==> src/rtl/core/flvtsa_pkg.sv <==
// Package for the FLV tag stream analyzer: parse phases, status codes,
// tag type and audio format codes, signature and rate tables, record types.
// No dependencies.
package flvtsa_pkg;

  typedef enum logic [3:0] {
    PH_SIG    = 4'd0,
    PH_FLAGS  = 4'd1,
    PH_HSIZE  = 4'd2,
    PH_EXTRA  = 4'd3,
    PH_PREV0  = 4'd4,
    PH_TTYPE  = 4'd5,
    PH_TLEN   = 4'd6,
    PH_TSTAMP = 4'd7,
    PH_TEXT   = 4'd8,
    PH_TSID   = 4'd9,
    PH_BODY   = 4'd10,
    PH_POST   = 4'd11,
    PH_HALT   = 4'd12
  } phase_t;

  localparam logic [2:0] ST_OK      = 3'd0;
  localparam logic [2:0] ST_FIXED   = 3'd1;
  localparam logic [2:0] ST_DISCONT = 3'd2;
  localparam logic [2:0] ST_BAD_HDR = 3'd3;
  localparam logic [2:0] ST_TRUNC   = 3'd4;

  localparam logic [7:0] TYPE_AUDIO = 8'd8;
  localparam logic [7:0] TYPE_VIDEO = 8'd9;
  localparam logic [7:0] TYPE_META  = 8'd18;

  localparam logic [3:0] AFMT_FIXED_16K = 4'd4;
  localparam logic [3:0] AFMT_FIXED_8K  = 4'd5;
  localparam logic [3:0] VFRAME_KEY     = 4'd1;

  localparam logic [15:0] RATE_5K5  = 16'd5500;
  localparam logic [15:0] RATE_11K  = 16'd11000;
  localparam logic [15:0] RATE_22K  = 16'd22000;
  localparam logic [15:0] RATE_44K1 = 16'd44100;
  localparam logic [15:0] RATE_16K  = 16'd16000;
  localparam logic [15:0] RATE_8K   = 16'd8000;

  localparam logic [31:0] HDR_MIN_SIZE = 32'd9;

  function automatic logic [7:0] sig_byte(input logic [1:0] idx);
    logic [7:0] v;
    unique case (idx)
      2'd0: v = 8'h46;
      2'd1: v = 8'h4C;
      2'd2: v = 8'h56;
      2'd3: v = 8'h01;
    endcase
    return v;
  endfunction

  function automatic logic [15:0] rate_of_code(input logic [1:0] code);
    logic [15:0] v;
    unique case (code)
      2'd0: v = RATE_5K5;
      2'd1: v = RATE_11K;
      2'd2: v = RATE_22K;
      2'd3: v = RATE_44K1;
    endcase
    return v;
  endfunction

  typedef struct packed {
    logic [3:0]  codec;
    logic        key;
    logic [15:0] rate;
    logic        s16;
    logic        stereo;
    logic        count_video;
    logic        count_audio;
  } decode_t;

  // Packed so that status lands in the lowest bits.
  typedef struct packed {
    logic [5:0]  pad;
    logic [31:0] keyframe_total;
    logic [31:0] audio_bytes_total;
    logic [31:0] video_bytes_total;
    logic        is_stereo;
    logic        sample_is_16bit;
    logic [15:0] sample_rate_hz;
    logic        is_keyframe;
    logic [3:0]  codec_or_format;
    logic [31:0] timestamp_ms;
    logic [23:0] body_len;
    logic [7:0]  tag_kind;
    logic [2:0]  status;
  } record_t;

endpackage

==> src/rtl/core/flv_tag_stream_analyzer_core.sv <==
// FLV tag stream analyzer top level: byte parser, timestamp repair, totals
// and the record output register. Depends on flvtsa_pkg, flvtsa_body_decode.
//
// Takes one FLV file byte per cycle on the in_ stream (in_tlast marks the
// last byte of a file) and emits one record per finished tag, per bad or
// short header, or per tag cut off by the end of the file. A byte is taken
// in every cycle in which the output register is empty or being drained, so
// the sustained rate is one byte per clock; a record appears on out_ the
// cycle after the byte that completes it. All state, totals included,
// returns to reset after each byte marked with in_tlast. Running totals are
// TOTAL_WIDTH bits wide, saturate, and are reported capped to 32 bits.
module flv_tag_stream_analyzer_core #(
  parameter int TOTAL_WIDTH = 32
) (
  input  logic         clk,
  input  logic         rst_n,
  input  logic         in_tvalid,
  output logic         in_tready,
  input  logic [7:0]   in_tdata,   // data_byte
  input  logic         in_tlast,   // end_of_stream
  output logic         out_tvalid,
  input  logic         out_tready,
  // status[2:0], tag_kind[10:3], body_len[34:11], timestamp_ms[66:35],
  // codec_or_format[70:67], is_keyframe[71], sample_rate_hz[87:72],
  // sample_is_16bit[88], is_stereo[89], video_bytes_total[121:90],
  // audio_bytes_total[153:122], keyframe_total[185:154], zeros above
  output logic [191:0] out_tdata
);

  localparam int TW = TOTAL_WIDTH;
  localparam int SW = ((TW > 24) ? TW : 24) + 1;
  localparam int CW = (TW > 32) ? TW : 32;
  localparam logic [SW-1:0] CNT_MAX_EXT = {{(SW-TW){1'b0}}, {TW{1'b1}}};

  function automatic logic [TW-1:0] sat_add(input logic [TW-1:0] cur,
                                            input logic [SW-1:0] add);
    logic [SW-1:0] sum;
    sum = SW'(cur) + add;
    return (sum > CNT_MAX_EXT) ? {TW{1'b1}} : sum[TW-1:0];
  endfunction

  function automatic logic [31:0] cap32(input logic [TW-1:0] v);
    logic [CW-1:0] ext;
    ext = CW'(v);
    return (ext > CW'(32'hFFFF_FFFF)) ? 32'hFFFF_FFFF : ext[31:0];
  endfunction

  flvtsa_pkg::phase_t phase_r, phase_nxt;
  logic [31:0]   fc_r, fc_nxt, fc_inc;
  logic [31:0]   hes_r, hes_nxt, hes_full, hes_extra;
  logic [7:0]    type_r, type_nxt;
  logic [23:0]   len_r, len_nxt;
  logic [31:0]   stamp_r, stamp_nxt;
  logic [7:0]    fb_r, fb_nxt;
  logic [31:0]   lvs_r, lvs_nxt;
  logic [TW-1:0] vcnt_r, vcnt_nxt, acnt_r, acnt_nxt, kcnt_r, kcnt_nxt;

  logic          in_accept, eos;
  logic [7:0]    b;
  logic          bad_sig, finish;
  logic [31:0]   ts_fix;
  logic [2:0]    fix_status;
  flvtsa_pkg::decode_t dec;

  logic          rec_valid;
  flvtsa_pkg::record_t rec, out_rec_r;
  logic          out_valid_r;

  assign in_tready = !out_valid_r || out_tready;
  assign in_accept = in_tvalid && in_tready;
  assign b         = in_tdata;
  assign eos       = in_tlast;
  assign fc_inc    = fc_r + 32'd1;
  assign hes_full  = {hes_r[23:0], b};
  assign hes_extra = (hes_full < flvtsa_pkg::HDR_MIN_SIZE) ? 32'd0
                                                           : hes_full - flvtsa_pkg::HDR_MIN_SIZE;

  flvtsa_body_decode u_decode (
    .tag_kind   (type_r),
    .has_body   (len_r != 24'd0),
    .first_byte (fb_r),
    .dec        (dec)
  );

  // Wrapped-timestamp repair against the last video timestamp.
  always_comb begin
    ts_fix     = stamp_r;
    fix_status = flvtsa_pkg::ST_OK;
    if (stamp_r < lvs_r) begin
      if (stamp_r[31:24] == 8'd0 && lvs_r[31:20] != 12'd0) begin
        ts_fix     = {lvs_r[31:24] + {7'd0, (stamp_r[23:0] < lvs_r[23:0])},
                      stamp_r[23:0]};
        fix_status = flvtsa_pkg::ST_FIXED;
      end else if (type_r == flvtsa_pkg::TYPE_VIDEO ||
                   type_r == flvtsa_pkg::TYPE_META) begin
        fix_status = flvtsa_pkg::ST_DISCONT;
      end
    end
  end

  // Next state
  always_comb begin
    phase_nxt = phase_r;
    fc_nxt    = fc_r;
    hes_nxt   = hes_r;
    type_nxt  = type_r;
    len_nxt   = len_r;
    stamp_nxt = stamp_r;
    fb_nxt    = fb_r;
    lvs_nxt   = lvs_r;
    vcnt_nxt  = vcnt_r;
    acnt_nxt  = acnt_r;
    kcnt_nxt  = kcnt_r;
    bad_sig   = 1'b0;
    finish    = 1'b0;
    unique case (phase_r)
      flvtsa_pkg::PH_SIG: begin
        if (b != flvtsa_pkg::sig_byte(fc_r[1:0])) begin
          bad_sig   = 1'b1;
          phase_nxt = flvtsa_pkg::PH_HALT;
        end else if (fc_r[1:0] == 2'd3) begin
          fc_nxt    = '0;
          phase_nxt = flvtsa_pkg::PH_FLAGS;
        end else begin
          fc_nxt = fc_inc;
        end
      end
      flvtsa_pkg::PH_FLAGS: begin
        hes_nxt   = '0;
        fc_nxt    = '0;
        phase_nxt = flvtsa_pkg::PH_HSIZE;
      end
      flvtsa_pkg::PH_HSIZE: begin
        if (fc_r[1:0] == 2'd3) begin
          hes_nxt   = hes_extra;
          fc_nxt    = '0;
          phase_nxt = (hes_extra != 32'd0) ? flvtsa_pkg::PH_EXTRA : flvtsa_pkg::PH_PREV0;
        end else begin
          hes_nxt = hes_full;
          fc_nxt  = fc_inc;
        end
      end
      flvtsa_pkg::PH_EXTRA: begin
        if (fc_inc == hes_r) begin
          fc_nxt    = '0;
          phase_nxt = flvtsa_pkg::PH_PREV0;
        end else begin
          fc_nxt = fc_inc;
        end
      end
      flvtsa_pkg::PH_PREV0: begin
        if (fc_r[1:0] == 2'd3) begin
          fc_nxt    = '0;
          phase_nxt = flvtsa_pkg::PH_TTYPE;
        end else begin
          fc_nxt = fc_inc;
        end
      end
      flvtsa_pkg::PH_TTYPE: begin
        type_nxt  = b;
        len_nxt   = '0;
        stamp_nxt = '0;
        fb_nxt    = '0;
        fc_nxt    = '0;
        phase_nxt = flvtsa_pkg::PH_TLEN;
      end
      flvtsa_pkg::PH_TLEN: begin
        len_nxt = {len_r[15:0], b};
        if (fc_r[1:0] == 2'd2) begin
          fc_nxt    = '0;
          phase_nxt = flvtsa_pkg::PH_TSTAMP;
        end else begin
          fc_nxt = fc_inc;
        end
      end
      flvtsa_pkg::PH_TSTAMP: begin
        stamp_nxt = {8'd0, stamp_r[15:0], b};
        if (fc_r[1:0] == 2'd2) begin
          fc_nxt    = '0;
          phase_nxt = flvtsa_pkg::PH_TEXT;
        end else begin
          fc_nxt = fc_inc;
        end
      end
      flvtsa_pkg::PH_TEXT: begin
        stamp_nxt = {b, stamp_r[23:0]};
        fc_nxt    = '0;
        phase_nxt = flvtsa_pkg::PH_TSID;
      end
      flvtsa_pkg::PH_TSID: begin
        if (fc_r[1:0] == 2'd2) begin
          fc_nxt    = '0;
          phase_nxt = (len_r != 24'd0) ? flvtsa_pkg::PH_BODY : flvtsa_pkg::PH_POST;
        end else begin
          fc_nxt = fc_inc;
        end
      end
      flvtsa_pkg::PH_BODY: begin
        if (fc_r == 32'd0) begin
          fb_nxt = b;
        end
        if (fc_inc == {8'd0, len_r}) begin
          fc_nxt    = '0;
          phase_nxt = flvtsa_pkg::PH_POST;
        end else begin
          fc_nxt = fc_inc;
        end
      end
      flvtsa_pkg::PH_POST: begin
        if (fc_r[1:0] == 2'd3) begin
          finish    = 1'b1;
          fc_nxt    = '0;
          phase_nxt = flvtsa_pkg::PH_TTYPE;
          if (type_r == flvtsa_pkg::TYPE_VIDEO && ts_fix > lvs_r) begin
            lvs_nxt = ts_fix;
          end
          if (dec.count_video) begin
            vcnt_nxt = sat_add(vcnt_r, SW'(len_r) - SW'(1));
          end
          if (dec.key) begin
            kcnt_nxt = sat_add(kcnt_r, SW'(1));
          end
          if (dec.count_audio) begin
            acnt_nxt = sat_add(acnt_r, SW'(len_r));
          end
        end else begin
          fc_nxt = fc_inc;
        end
      end
      flvtsa_pkg::PH_HALT: begin
        phase_nxt = flvtsa_pkg::PH_HALT;
      end
      default: begin
        phase_nxt = flvtsa_pkg::PH_HALT;
      end
    endcase
  end

  // Record for this item
  always_comb begin
    rec                   = '0;
    rec_valid             = 1'b0;
    rec.video_bytes_total = cap32(vcnt_nxt);
    rec.audio_bytes_total = cap32(acnt_nxt);
    rec.keyframe_total    = cap32(kcnt_nxt);
    if (bad_sig) begin
      rec_valid  = 1'b1;
      rec.status = flvtsa_pkg::ST_BAD_HDR;
    end else if (finish) begin
      rec_valid           = 1'b1;
      rec.status          = fix_status;
      rec.tag_kind        = type_r;
      rec.body_len        = len_r;
      rec.timestamp_ms    = ts_fix;
      rec.codec_or_format = dec.codec;
      rec.is_keyframe     = dec.key;
      rec.sample_rate_hz  = dec.rate;
      rec.sample_is_16bit = dec.s16;
      rec.is_stereo       = dec.stereo;
    end else if (eos) begin
      if (phase_nxt <= flvtsa_pkg::PH_PREV0) begin
        rec_valid  = 1'b1;
        rec.status = flvtsa_pkg::ST_BAD_HDR;
      end else if (phase_nxt >= flvtsa_pkg::PH_TLEN && phase_nxt <= flvtsa_pkg::PH_POST) begin
        rec_valid        = 1'b1;
        rec.status       = flvtsa_pkg::ST_TRUNC;
        rec.tag_kind     = type_nxt;
        rec.body_len     = len_nxt;
        rec.timestamp_ms = stamp_nxt;
      end
    end
  end

  always_ff @(posedge clk) begin
    if (!rst_n || (in_accept && eos)) begin
      phase_r <= flvtsa_pkg::PH_SIG;
      fc_r    <= '0;
      hes_r   <= '0;
      type_r  <= '0;
      len_r   <= '0;
      stamp_r <= '0;
      fb_r    <= '0;
      lvs_r   <= '0;
      vcnt_r  <= '0;
      acnt_r  <= '0;
      kcnt_r  <= '0;
    end else if (in_accept) begin
      phase_r <= phase_nxt;
      fc_r    <= fc_nxt;
      hes_r   <= hes_nxt;
      type_r  <= type_nxt;
      len_r   <= len_nxt;
      stamp_r <= stamp_nxt;
      fb_r    <= fb_nxt;
      lvs_r   <= lvs_nxt;
      vcnt_r  <= vcnt_nxt;
      acnt_r  <= acnt_nxt;
      kcnt_r  <= kcnt_nxt;
    end
  end

  always_ff @(posedge clk) begin
    if (!rst_n) begin
      out_valid_r <= 1'b0;
    end else if (in_accept) begin
      out_valid_r <= rec_valid;
    end else if (out_tready) begin
      out_valid_r <= 1'b0;
    end
  end

  always_ff @(posedge clk) begin
    if (in_accept && rec_valid) begin
      out_rec_r <= rec;
    end
  end

  assign out_tvalid = out_valid_r;
  assign out_tdata  = out_rec_r;

endmodule

==> src/rtl/core/flvtsa_body_decode.sv <==
// First-body-byte decoder: video codec and keyframe flag, or audio format,
// rate, sample size and channel flag. Depends on flvtsa_pkg.
module flvtsa_body_decode (
  input  logic [7:0]           tag_kind,
  input  logic                 has_body,
  input  logic [7:0]           first_byte,
  output flvtsa_pkg::decode_t  dec
);

  always_comb begin
    dec = '0;
    if (tag_kind == flvtsa_pkg::TYPE_VIDEO && has_body) begin
      dec.codec       = first_byte[3:0];
      dec.key         = (first_byte[7:4] == flvtsa_pkg::VFRAME_KEY);
      dec.count_video = 1'b1;
    end else if (tag_kind == flvtsa_pkg::TYPE_AUDIO && has_body) begin
      dec.codec       = first_byte[7:4];
      dec.rate        = flvtsa_pkg::rate_of_code(first_byte[3:2]);
      dec.s16         = first_byte[1];
      dec.stereo      = first_byte[0];
      dec.count_audio = 1'b1;
      if (first_byte[7:4] == flvtsa_pkg::AFMT_FIXED_16K) begin
        dec.rate   = flvtsa_pkg::RATE_16K;
        dec.s16    = 1'b0;
        dec.stereo = 1'b0;
      end else if (first_byte[7:4] == flvtsa_pkg::AFMT_FIXED_8K) begin
        dec.rate   = flvtsa_pkg::RATE_8K;
        dec.s16    = 1'b0;
        dec.stereo = 1'b0;
      end
    end
  end

endmodule

==> config.mk <==
export PLATFORM = sky130hd
export DESIGN_NAME = flv_tag_stream_analyzer_core
export DESIGN_NICKNAME = d
export VERILOG_FILES = /design/src/rtl/core/flvtsa_pkg.sv /design/src/rtl/core/flv_tag_stream_analyzer_core.sv /design/src/rtl/core/flvtsa_body_decode.sv
export SDC_FILE = /design/constraint.sdc
export NUM_CORES = 1
export LEC_CHECK = 0
export ABC_AREA = 0
export BUFFER_PORTS_ARGS = -buffer_cell sky130_fd_sc_hd__clkbuf_2
export CAP_MARGIN = 30
export CORE_ASPECT_RATIO = 0.9
export CORE_UTILIZATION = 43
export DETAILED_ROUTE_END_ITERATION = 10
export GPL_ROUTABILITY_DRIVEN = 0
export SLEW_MARGIN = 10
export SYNTH_ARGS = -nofsm -noshare
export SYNTH_HDL_FRONTEND = slang
export SYNTH_SLANG_ARGS = --single-unit
==> constraint.sdc <==
create_clock -name clk -period 12.9 [get_ports clk]
set_input_delay 0.645 -clock clk [delete_from_list [all_inputs] [get_ports clk]]
set_output_delay 0.645 -clock clk [all_outputs]
set_load 0.02 [all_outputs]
Yosys cells after proc, flatten, opt, wreduce, memory -nomap -nowiden
Cells that the tools add are included.
{"block": "totals", "reg_bits": 455, "out_inout_bits": 194, "elab_cells": 183, "input_bits": 13}
{"block": "classes", "bitwise_logic": 2, "mux": 70, "addsub": 7, "n_reduce_logical": 37, "n_lt_le_gt_ge": 13, "n_eq_ne": 28}
{"operator": "two-way mux 32 bit", "count": 21}
{"operator": "two-way mux 67 bit", "count": 3}
{"operator": "one-hot mux 32 bit (6 select lines)", "count": 1}
{"operator": "greater-than comparator 33 x 32 -> 1 bit, second input constant", "count": 3}
{"operator": "greater-than comparator 32 bit, second input constant", "count": 3}
{"operator": "one-hot mux 32 bit (3 select lines)", "count": 1}
{"operator": "two-way mux 64 bit", "count": 1}
{"operator": "one-hot mux 16 bit (4 select lines)", "count": 1}
{"operator": "one-hot mux 32 bit (2 select lines)", "count": 1}
{"operator": "one-hot mux 24 bit (2 select lines)", "count": 1}
{"operator": "two-way mux 4 bit", "count": 11}
{"operator": "one-hot mux 4 bit (11 select lines)", "count": 1}
{"operator": "adder 32 x 1 -> 33 bit, second input constant", "count": 1}
{"operator": "adder 32 x 24 -> 33 bit", "count": 1}
{"operator": "adder 32 x 33 -> 33 bit", "count": 1}
{"operator": "adder 32 x 1 -> 32 bit, second input constant", "count": 1}
{"operator": "== test 32 x 24 -> 1 bit", "count": 1}
{"operator": "== test 32 bit", "count": 1}
{"operator": "greater-than comparator 32 bit", "count": 1}
{"operator": "logical NOT 32 bit", "count": 1}
{"operator": "less-than comparator 32 bit", "count": 1}
{"operator": "less-than comparator 32 x 4 -> 1 bit, second input constant", "count": 1}
{"operator": "two-way mux 16 bit", "count": 2}
{"operator": "one-hot mux 8 bit (4 select lines)", "count": 1}
{"operator": "other kinds (42)", "count": 96}

Logic depth before layout (Yosys ltp)
Gate-level depths: netlist of the first run.
{"block": "depth", "ltp_word": 14, "depth_mapped": 28, "depth_no_buf": 27}

Modules after synthesis
A second synthesis of the first run with hierarchy kept.
{"block": "hier_totals", "cells_unflattened": 3137, "area_unflattened_um2": 27236.1}
{"mod": "flv_tag_stream_analyzer_core", "seq_area_each_um2": 10970.5, "n_inst": 1, "cells_each": 3079, "area_each_um2": 26764.4}
{"mod": "flvtsa_body_decode", "seq_area_each_um2": 0.0, "n_inst": 1, "cells_each": 58, "area_each_um2": 471.7}

Worst setup path after synthesis of the first run
No wires, ideal clock.
{"block": "synth_path", "path_type": "input to register", "startpoint": "in in_tdata[2]", "endpoint": "reg out_rec_r (netlist bit out_tdata[0]) (enable)", "path_slack_ns": -0.037, "setup_time_ns": 0.835, "required_time_ns": 12.065, "arrival_ns": 12.102, "stages": 10, "path_buffers": 1, "path_cell_list": "clkbuf_1 nand2_1 nor2_1 a21oi_1 or4_1 nor4_1 nor4b_1 nor2_1 o211ai_1 a31oi_1"}
{"block": "synth_via", "elab_chain_cells": 14, "elab_cells_between_ends": 21, "classes_between": "add/sub: 1; order compare: 4; eq/ne: 1; mux: 12; reduce/logical: 3"}
{"item": "from (decl)", "line_no": "flv_tag_stream_analyzer_core.sv:19", "rtl": "input logic [7:0] in_tdata,"}
{"item": "subtractor 32 x 4 -> 32 bit or less-than comparator 32 x 4 -> 1 bit (tied branches)", "line_no": "flv_tag_stream_analyzer_core.sv:76, flv_tag_stream_analyzer_core.sv:75"}
{"item": "two-way mux 32 bit", "line_no": "flv_tag_stream_analyzer_core.sv:75", "rtl": "assign hes_extra = (hes_full < flvtsa_pkg::HDR_MIN_SIZE) ? 32'd0"}
{"item": "nonzero test 32 bit", "line_no": "flv_tag_stream_analyzer_core.sv:137", "rtl": "phase_nxt = (hes_extra != 32'd0) ? flvtsa_pkg::PH_EXTRA : flvtsa_pkg::PH_PREV0;"}
{"item": "two-way mux 3 bit", "line_no": "flv_tag_stream_analyzer_core.sv:137"}
{"item": "two-way mux 4 bit", "line_no": "flv_tag_stream_analyzer_core.sv:134", "rtl": "if (fc_r[1:0] == 2'd3) begin"}
{"item": "one-hot mux 4 bit (11 select lines)", "line_no": "flv_tag_stream_analyzer_core.sv:116", "rtl": "unique case (phase_r)"}
{"item": ">= comparator 4 x 3 -> 1 bit or <= comparator 4 bit (tied branches)", "line_no": "flv_tag_stream_analyzer_core.sv:264", "rtl": "end else if (phase_nxt >= flvtsa_pkg::PH_TLEN && phase_nxt <= flvtsa_pkg::PH_POST) begin"}
{"item": "logical AND 1 bit", "line_no": "flv_tag_stream_analyzer_core.sv:264"}
{"item": "two-way mux 1 bit", "line_no": "flv_tag_stream_analyzer_core.sv:264"}
{"item": "two-way mux 1 bit", "line_no": "flv_tag_stream_analyzer_core.sv:261", "rtl": "if (phase_nxt <= flvtsa_pkg::PH_PREV0) begin"}
{"item": "two-way mux 1 bit", "line_no": "flv_tag_stream_analyzer_core.sv:260", "rtl": "end else if (eos) begin"}
{"item": "two-way mux 1 bit", "line_no": "flv_tag_stream_analyzer_core.sv:249", "rtl": "end else if (finish) begin"}
{"item": "two-way mux 1 bit (*)", "line_no": "flv_tag_stream_analyzer_core.sv:246", "rtl": "if (bad_sig) begin"}
{"item": "logical AND 1 bit (*)", "line_no": "flv_tag_stream_analyzer_core.sv:313", "rtl": "if (in_accept && rec_valid) begin"}
{"item": "to (signal assigned)", "line_no": "flv_tag_stream_analyzer_core.sv:314", "rtl": "out_rec_r <= rec;"}
{"item": "to (decl)", "line_no": "flv_tag_stream_analyzer_core.sv:66", "rtl": "flvtsa_pkg::record_t rec, out_rec_r;"}
Every way passes the cells marked *; elsewhere a longest branch is shown, timed or not.
A chain may end at the register's enable or synchronous reset.

Worst setup path after layout of the first run
{"block": "layout_path", "startpoint": "reg fc_r[0]", "endpoint": "reg out_rec_r (netlist bit out_tdata[136]) (enable)"}
{"block": "layout_via", "elab_chain_cells": 14, "elab_cells_between_ends": 34, "classes_between": "add/sub: 1; order compare: 3; eq/ne: 6; mux: 21; reduce/logical: 3"}
{"item": "from (decl)", "line_no": "flv_tag_stream_analyzer_core.sv:49", "rtl": "logic [31:0] fc_r, fc_nxt, fc_inc;"}
{"item": "from (signal assigned)", "line_no": "flv_tag_stream_analyzer_core.sv:289", "rtl": "fc_r <= fc_nxt;"}
{"item": "parallel branches: the longest is 12 deep, another holds adder 32 x 1 -> 32 bit"}
{"item": "two-way mux 1 bit (*)", "line_no": "flv_tag_stream_analyzer_core.sv:246"}
{"item": "logical AND 1 bit (*)", "line_no": "flv_tag_stream_analyzer_core.sv:313"}
Mark *: on every way between the ends. The select of a mux whose other input is x is not followed.

==> impl_results.md, run 1 <==
* Status: complete, no violations
* Clk root buf: clkbuf_16
* Setup Buffers After CTS at 0
* Synthesized area per cell at 8.49 µm²
* Tightest Pin Transition at 0.962 ns
* Core footprint at 61700 µm²
* Synth Area in Compound Gates at 22.1%
* Synth top area share at 20.3%
* Clk slew on worst S/H paths at 0.06 ns
* Setup TNS at 0 ns
* Die area at 63900 µm²
* Max frequency at 171 MHz
* Post-synth ARST share at 0%
* FF-to-FF path depth at 14
* Inserted Clock Buffers at 51
* RSZ-0062 raised after global routing: no
* Via count at 24700
* Hpwl dp at 57.7 mm
* Row count at 86
* CTS H-Tree Depth at 2
* Buffers added on ports at 198
* Number of enable flip-flop cells after synthesis at 183
* Worst Hold Launch: type_r[6]
* Capturing point of the worst reg2reg path: out_tdata[136]
* Max-Cap Viols at 0
* Largest net degree at the start of global routing at 96
* Nets at 3356
* CTS Hold Buffers Added at 0
* Fin. Hold Viols at 0
* Critical path launch point type: flip-flop
* CTS tree: built
* Grt total ovfl at 0
* Area contributors post-synth: edfxtp_1 20%, dfxtp_1 20%, ha_1 5.4%, a21oi_1 5.1%, o21ai_0 4.9%
* Mux share of post-synthesis cell area at 1.38%
* Initial antenna violation count at 1
* DRC at 0
* Detail Route Antenna Nets at 0
* Top Ports at 207
* Initial Util at 43.8%
* Diodes inserted at 0
* Simple-gate portion of the synthesized area at 20.1%
* Die span in y at 240 µm
* DR iter-0 viols at 2706
* Req. time, crit path at 13.14 ns
* Max incr delay on CP at 0.62 ns
* Minimum clock period at 5.84 ns
* Distinct cells, synth at 90
* Count of warnings emitted by yosys at 0
* Die W at 266 µm
* Arr. time, crit path at 6.08 ns
* DR vias/cell at 6.01
* XOR/XNOR share of the synthesized area at 5.26%
* Clock tree buffer depth at 3
* Clk_lat worst skew at 0.62 ns
* Total Wirelength at 83.2 mm
* Final Max Slew Viols at 0
* Dpl cells at 4000
* Fin util at 49.1%
* Portion of the post-synthesis area used by sequential elements at 40.3%
* Share of cells above drive strength 1 at 11.1%
* Worst setup EP type: flip-flop
* Hold EP: type_r[6]
* Largest family of logic cells by synthesized area: compound AO/OA/AOI/OAI gates
* CTS Sinks at 452
* Min-Delay Path Depth at 2
* Cell mode on critical path: buf_4
* Cell area after synthesis at 27000 µm²
* Synthesis-to-layout area growth at 12.0%
* Final Skew at 0.0227 ns
* Slowest cell on crit path: dfxtp_1
* Avg WL per Cell at 20.3 µm
* First-pass GRT wire length at 127 mm
* Synth Area in Adders at 5.57%
* # setup viols final at 0
* Fin crit share at 45.2%
* Crit path kind: flip-flop to flip-flop
* Relative slew margins at 35.9%
* Drt first pass iters at 6
* Static leakage at 11.6 nW
* R2r startpoint: fc_r[0]
* Main synth FF type: dfxtp_1
* Post-synth top area cell: edfxtp_1
* Critical path, cell by cell: ha_1 > buf_4 > nand3_1 > xnor2_1 > a21oi_1 > a2111oi_0 > nand4_1 > or4_1 > a311oi_1 > a31oi_1 > o211ai_1 > a31oi_4 > buf_4 > buf_4
* Post-Synthesis Cells at 3182
* Vias in the first global route at 22000
* Post-synthesis sequential element count at 452
* Crit-path max FO at 64
* PD cells at 113 nW/µm²
* R2R Setup Slk at 7.06 ns
* GRT Overall Usage at 25.0%
* Final cell count without fillers at 4103
* CTS resizes at 0
* Worst hold path type: flip-flop to flip-flop
* Peak supply drop at 0.101 mV
-- sequential cells by signal (all words and copies together) (netlist names) --
name / count
out_tvalid: 1
lvs_r: 32
type_r: 8
phase_r: 4
acnt_r: 32
vcnt_r: 32
len_r: 24
stamp_r: 32
kcnt_r: 32
fc_r: 32
hes_r: 32
out_tdata: 183
fb_r: 8
-- through the flow --
stage	hold slack, ns	area [µm²]	total power, W	setup slack [ns]
4_1_cts	0.462	30100	0.00345	7.08
3_3_place_gp	0.459	28400	0.00190	7.12
3_5_place_dp	0.464	28400	0.00191	6.94
6_report	0.474	30300	0.00343	7.06
2_1_floorplan	0.432	27100	0.00181	3.88
5_1_grt	0.500	30300	0.00354	6.60
-- how the worst max path moves through the flow --
stage | from | endpoint | cells after the start
2_1_floorplan | in_tdata[0] | out_tdata[0] | 13
3_3_place_gp | in_tdata[4] | out_tdata[117] | 13
3_5_place_dp | in_tdata[4] | out_tdata[119] | 13
4_1_cts | fc_r[0] | out_tdata[121] | 14
5_1_grt | fc_r[0] | out_tdata[173] | 14
6_report | fc_r[0] | out_tdata[136] | 14
-- placed cells by master, fill, tap and decap left out, types with 13 or more instances in the layout --
| cell type | synthesis | routed |
|---|---|---|
| a211oi_1 | 13 | 13 |
| a21o_1 | 57 | 57 |
| a21oi_1 | 277 | 276 |
| a22o_1 | 70 | 70 |
| a22oi_1 | 76 | 76 |
| a31oi_1 | 50 | 48 |
| and2_1 | 17 | 16 |
| and3_1 | 35 | 35 |
| buf_4 | 19 | 29 |
| clkbuf_1 | 205 | 16 |
| clkbuf_16 | 0 | 54 |
| clkbuf_2 | 0 | 199 |
| dfxtp_1 | 269 | 269 |
| edfxtp_1 | 183 | 183 |
| ha_1 | 117 | 117 |
| inv_1 | 105 | 105 |
| mux2i_1 | 34 | 34 |
| nand2_1 | 239 | 238 |
| nand2b_1 | 42 | 42 |
| nand3_1 | 113 | 113 |
| nand4_1 | 49 | 49 |
| nor2_1 | 331 | 328 |
| nor2b_1 | 16 | 16 |
| nor3_1 | 83 | 79 |
| nor4_1 | 61 | 60 |
| o21a_1 | 15 | 15 |
| o21ai_0 | 262 | 262 |
| o21ai_1 | 16 | 14 |
| or2_2 | 15 | 15 |
| or3_1 | 18 | 18 |
| or4_1 | 15 | 15 |
| xnor2_1 | 86 | 86 |
| xor2_1 | 66 | 65 |
-- synth_stat cells, types with 18 or more instances --
cell type	n
edfxtp_1	183
a31oi_1	50
or3_1	18
nand4_1	49
nor3_1	83
buf_4	19
mux2i_1	34
nor2_1	331
a21o_1	57
a22o_1	70
nor4_1	61
nand2_1	239
and3_1	35
a22oi_1	76
inv_1	105
xor2_1	66
clkbuf_1	205
nand2b_1	42
o21ai_0	262
dfxtp_1	269
xnor2_1	86
nand3_1	113
a21oi_1	277
ha_1	117
-- metal layers --
| layer | share of wire, % | GRT usage, % |
|---|---|---|
| met4 | 2.7 | 7.63 |
| met3 | 8.2 | 3.73 |
| met5 | 0.0084 | 0 |
| met1 | 46 | 36.6 |
| met2 | 44 | 37.7 |
-- cell type report --
type	instances	area [µm²]
clock buffer	71	1410
clock inverter	25	338
fill	5884	31400
inverter	105	394
multi-input combinational	2379	14800
sequential	452	10900
tap	836	1050
timing repair buffer	235	1350
-- power by group --
group | switching [W] | internal (W) | total, W
combinational | 0.000228 | 0.0000790 | 0.000307
clock | 0.000617 | 0.000926 | 0.00154
sequential | 0.0000302 | 0.00155 | 0.00158
-- critical path: cells and delay by family, from the launching register on --
family	cells	cell delay, ns
flip-flops	1	0.62
adder cells (fa/ha/maj)	1	0.22
AND/OR/NAND/NOR	3	1.17
XOR/XNOR	1	0.52
AO/OA/AOI/OAI	6	1.75
buffers and inverters	3	1.14
-- kinds of logic (layout without fill, tap and decap cells) --
logic type	count (synthesis)	in the layout
flops	452	452
buf+inv	358	436
xor+xnor	156	156
other cells	1	8
fa+ha+maj	119	119
mux	37	37
compound gates	959	959
simple gates	1100	1100
No activity file was read; power rests on OpenSTA's default activity.
==> run 2, diff against run 1 <==
clock period = 5.2 ns   (was 12.9 ns; I/O delays follow)
==> run 2 against run 1 <==
Register-to-register slack got worse by 6.8 ns; core utilization rose by 1.4 points; non-clock buffer count rose by 70; final cell count rose by 1.7%; final area rose by 2.9%; sequential power rose by 150%; clock skew rose by 0.0075 ns.
==> impl_results.md, run 2 (synthesized netlist as in run 1, its figures left out) <==
* Final Skew at 0.0302 ns (was 0.0227 ns)
* Crit path kind: flip-flop to flip-flop (unchanged)
* Tightest Pin Transition at 0.987 ns (was 0.962 ns)
* Dpl cells at 4069 (was 4000)
* Fin util at 50.5% (was 49.1%)
* Row count at 86 (unchanged)
* Core footprint at 61700 µm² (unchanged)
* Critical Path Start: len_r[2] (was fc_r[0])
* Critical path's top delay family: compound AO/OA/AOI/OAI gates (unchanged)
* Fin. Hold Viols at 0 (unchanged)
* Static leakage at 12.1 nW (was 11.6 nW)
* DR vias/cell at 6.01 (about the same)
* Detail Route Antenna Nets at 0 (unchanged)
* Peak supply drop at 0.216 mV (was 0.101 mV)
* CTS tree: built (unchanged)
* Worst setup EP type: flip-flop (unchanged)
* Cell mode on critical path: a21oi_1 (was buf_4)
* R2R Setup Slk at 0.30 ns (was 7.06 ns)
* Max frequency at 204 MHz (was 171 MHz)
* Relative slew margins at 34.0% (was 35.9%)
* Nets at 3426 (was 3356)
* Status: complete, no violations (unchanged)
* Clock tree buffer depth at 3 (unchanged)
* Commonest non-fill, non-tap cell in the layout: nor2_1 (unchanged)
* Grt total ovfl at 0 (unchanged)
* Clk slew on worst S/H paths at 0.06 ns (about the same)
* Top Ports at 207 (unchanged)
* Clk root buf: clkbuf_16 (unchanged)
* Die span in y at 240 µm (unchanged)
* Final cell count without fillers at 4174 (was 4103)
* FF-to-FF path depth at 19 (was 14)
* Hpwl dp at 60.6 mm (was 57.7 mm)
* Crit-path max FO at 6 (was 64)
* GRT Overall Usage at 26.0% (was 25.0%)
* Avg WL per Cell at 20.7 µm (was 20.3 µm)
* Fillers at 5776 (was 5884)
* Capturing point of the worst reg2reg path: out_tdata[121] (was out_tdata[136])
* Minimum clock period at 4.90 ns (was 5.84 ns)
* Initial antenna violation count at 2 (was 1)
* Die area at 63900 µm² (unchanged)
* Buffers added on ports at 198 (unchanged)
* Req. time, crit path at 5.52 ns (was 13.14 ns)
* Setup TNS at 0 ns (unchanged)
* Clk_lat worst skew at 0.61 ns (was 0.62 ns)
* Total power at 0.00848 W (was 0.00343 W)
* Most frequent cells in the layout: 326 x nor2_1, 275 x a21oi_1, 264 x dfxtp_1 (was 328 x nor2_1, 276 x a21oi_1, 269 x dfxtp_1)
* CTS Sinks at 452 (unchanged)
* # setup viols final at 0 (unchanged)
* DRC at 0 (unchanged)
* CTS H-Tree Depth at 2 (unchanged)
* R2r startpoint: len_r[2] (was fc_r[0])
* Critical path, cell by cell: or4_1 > nor4_2 > nor2b_1 > buf_4 > nand2_1 > nor3_1 > xor2_1 > ha_1 > o21a_1 > o21a_1 > o32ai_1 > a21oi_1 > a211o_1 > a221o_1 > a31oi_2 > o2111ai_1 > o41a_1 > a21oi_1 > a21oi_1 (was ha_1 > buf_4 > nand3_1 > xnor2_1 > a21oi_1 > a2111oi_0 > nand4_1 > or4_1 > a311oi_1 > a31oi_1 > o211ai_1 > a31oi_4 > buf_4 > buf_4)
* Largest net degree at the start of global routing at 95 (was 96)
* PD cells at 272 nW/µm² (was 113 nW/µm²)
* Initial Util at 43.8% (unchanged)
* Slowest cell on crit path: or4_1 (was dfxtp_1)
* RSZ-0062 raised after global routing: no (unchanged)
* Vias in the first global route at 23100 (was 22000)
* First-pass GRT wire length at 132 mm (was 127 mm)
* CTS Hold Buffers Added at 0 (unchanged)
* Sequential Area at 10900 µm² (about the same)
* Die W at 266 µm (unchanged)
* Hold Slack at 0.103 ns (was 0.474 ns)
* Inserted Clock Buffers at 51 (unchanged)
* Synthesis-to-layout area growth at 15.3% (was 12.0%)
* Max-Cap Viols at 0 (unchanged)
* Max reg flops at 183 (unchanged)
* Fin crit share at 94.1% (was 45.2%)
* Multi-input gate area at 15100 µm² (was 14800 µm²)
* Levels on crit path at 19 (was 14)
* Max incr delay on CP at 0.62 ns (about the same)
* Share of cells above drive strength 1 at 14.3% (was 11.1%)
* Total Wirelength at 86.3 mm (was 83.2 mm)
* Crit path capture: out_tdata[121] (was out_tdata[136])
* DR iter-0 viols at 2440 (was 2706)
* Worst hold path type: input pin to flip-flop (was flip-flop to flip-flop)
* Final Max Slew Viols at 0 (unchanged)
* Worst Path Buf+Inv at 1 (was 3)
* Critical path launch point type: flip-flop (unchanged)
* Arr. time, crit path at 5.22 ns (was 6.08 ns)
* Via count at 25100 (was 24700)
* Drt first pass iters at 6 (unchanged)
-- run 2: cell count changes in the layout (fill, tap and decap cells not counted), sizes merged --
cell      change
buf          +70
bufinv        -1
clkinv        +3
inv           +1
diode         +1
clkinvlp      +2
clkbuf        -5
-- run 2: stage by stage --
| step | worst slack [ns] | cell area (µm²) |
|---|---|---|
| after CTS | 0.0119 | 30900 |
| after global placement | 0.191 | 29200 |
| after global routing | 0.00852 | 31200 |
| after floorplan | -0.703 | 27300 |
| after detailed placement | -0.0193 | 29200 |
| final | 0.305 | 31200 |
-- run 2: worst min-delay path by stage --
stage / start / to / slack [ns] / cells after the start
floorplan: rst_n / out_tvalid / 0.42 / 2
global placement: type_r[6] / type_r[6] / 0.46 / 2
detailed placement: type_r[2] / type_r[2] / 0.47 / 2
CTS: rst_n / out_tvalid / 0.06 / 3
global route: rst_n / out_tvalid / 0.09 / 3
finish: rst_n / out_tvalid / 0.10 / 3
-- run 2: layout make-up --
| class | instances | area share (%) |
|---|---|---|
| inverter | 105 | 1.27 |
| antenna | 1 | 0.00803 |
| sequential | 452 | 35.0 |
| multi-input combinational | 2379 | 48.5 |
| timing repair buffer | 305 | 6.32 |
| clock inverter | 30 | 1.14 |
| tap | 836 | 3.36 |
| clock buffer | 66 | 4.44 |
-- run 2: timing repair --
action / CTS / global route
hold endpoints to repair: 0 / 0
gates resized for setup: 2 / 21
gates cloned: 0 / 2
setup buffers: 0 / 3
endpoints found under the setup margin: 14 / 60
pin swaps: 0 / 8
-- run 2: report_power, final --
group	total, W	internal, W	switching, W	leakage (nW)
combinational	0.000819	0.000228	0.000591	7.24
sequential	0.00390	0.00383	0.0000651	3.99
clock	0.00377	0.00223	0.00154	0.845
total	0.00848	0.00629	0.00219	12.1
-- run 2: metal layers --
metal,global-route usage [%],vias to the layer above,share of wire (%)
met3,4.75,159,8.7
met2,40.2,1110,44
met4,7.09,2,2.4
met1,37.1,12000,45
li1,-,11800,-
met5,0,-,0.014
-- run 2: worst register-to-register path: cells and delay by family (launching register included) --
family                   cells  cell delay, ns
XOR/XNOR                     1            0.19
adder cells (fa/ha/maj)      1            0.32
flip-flops                   1            0.31
AND/OR/NAND/NOR              5            1.37
buffers and inverters        1            0.15
AO/OA/AOI/OAI               11            2.29
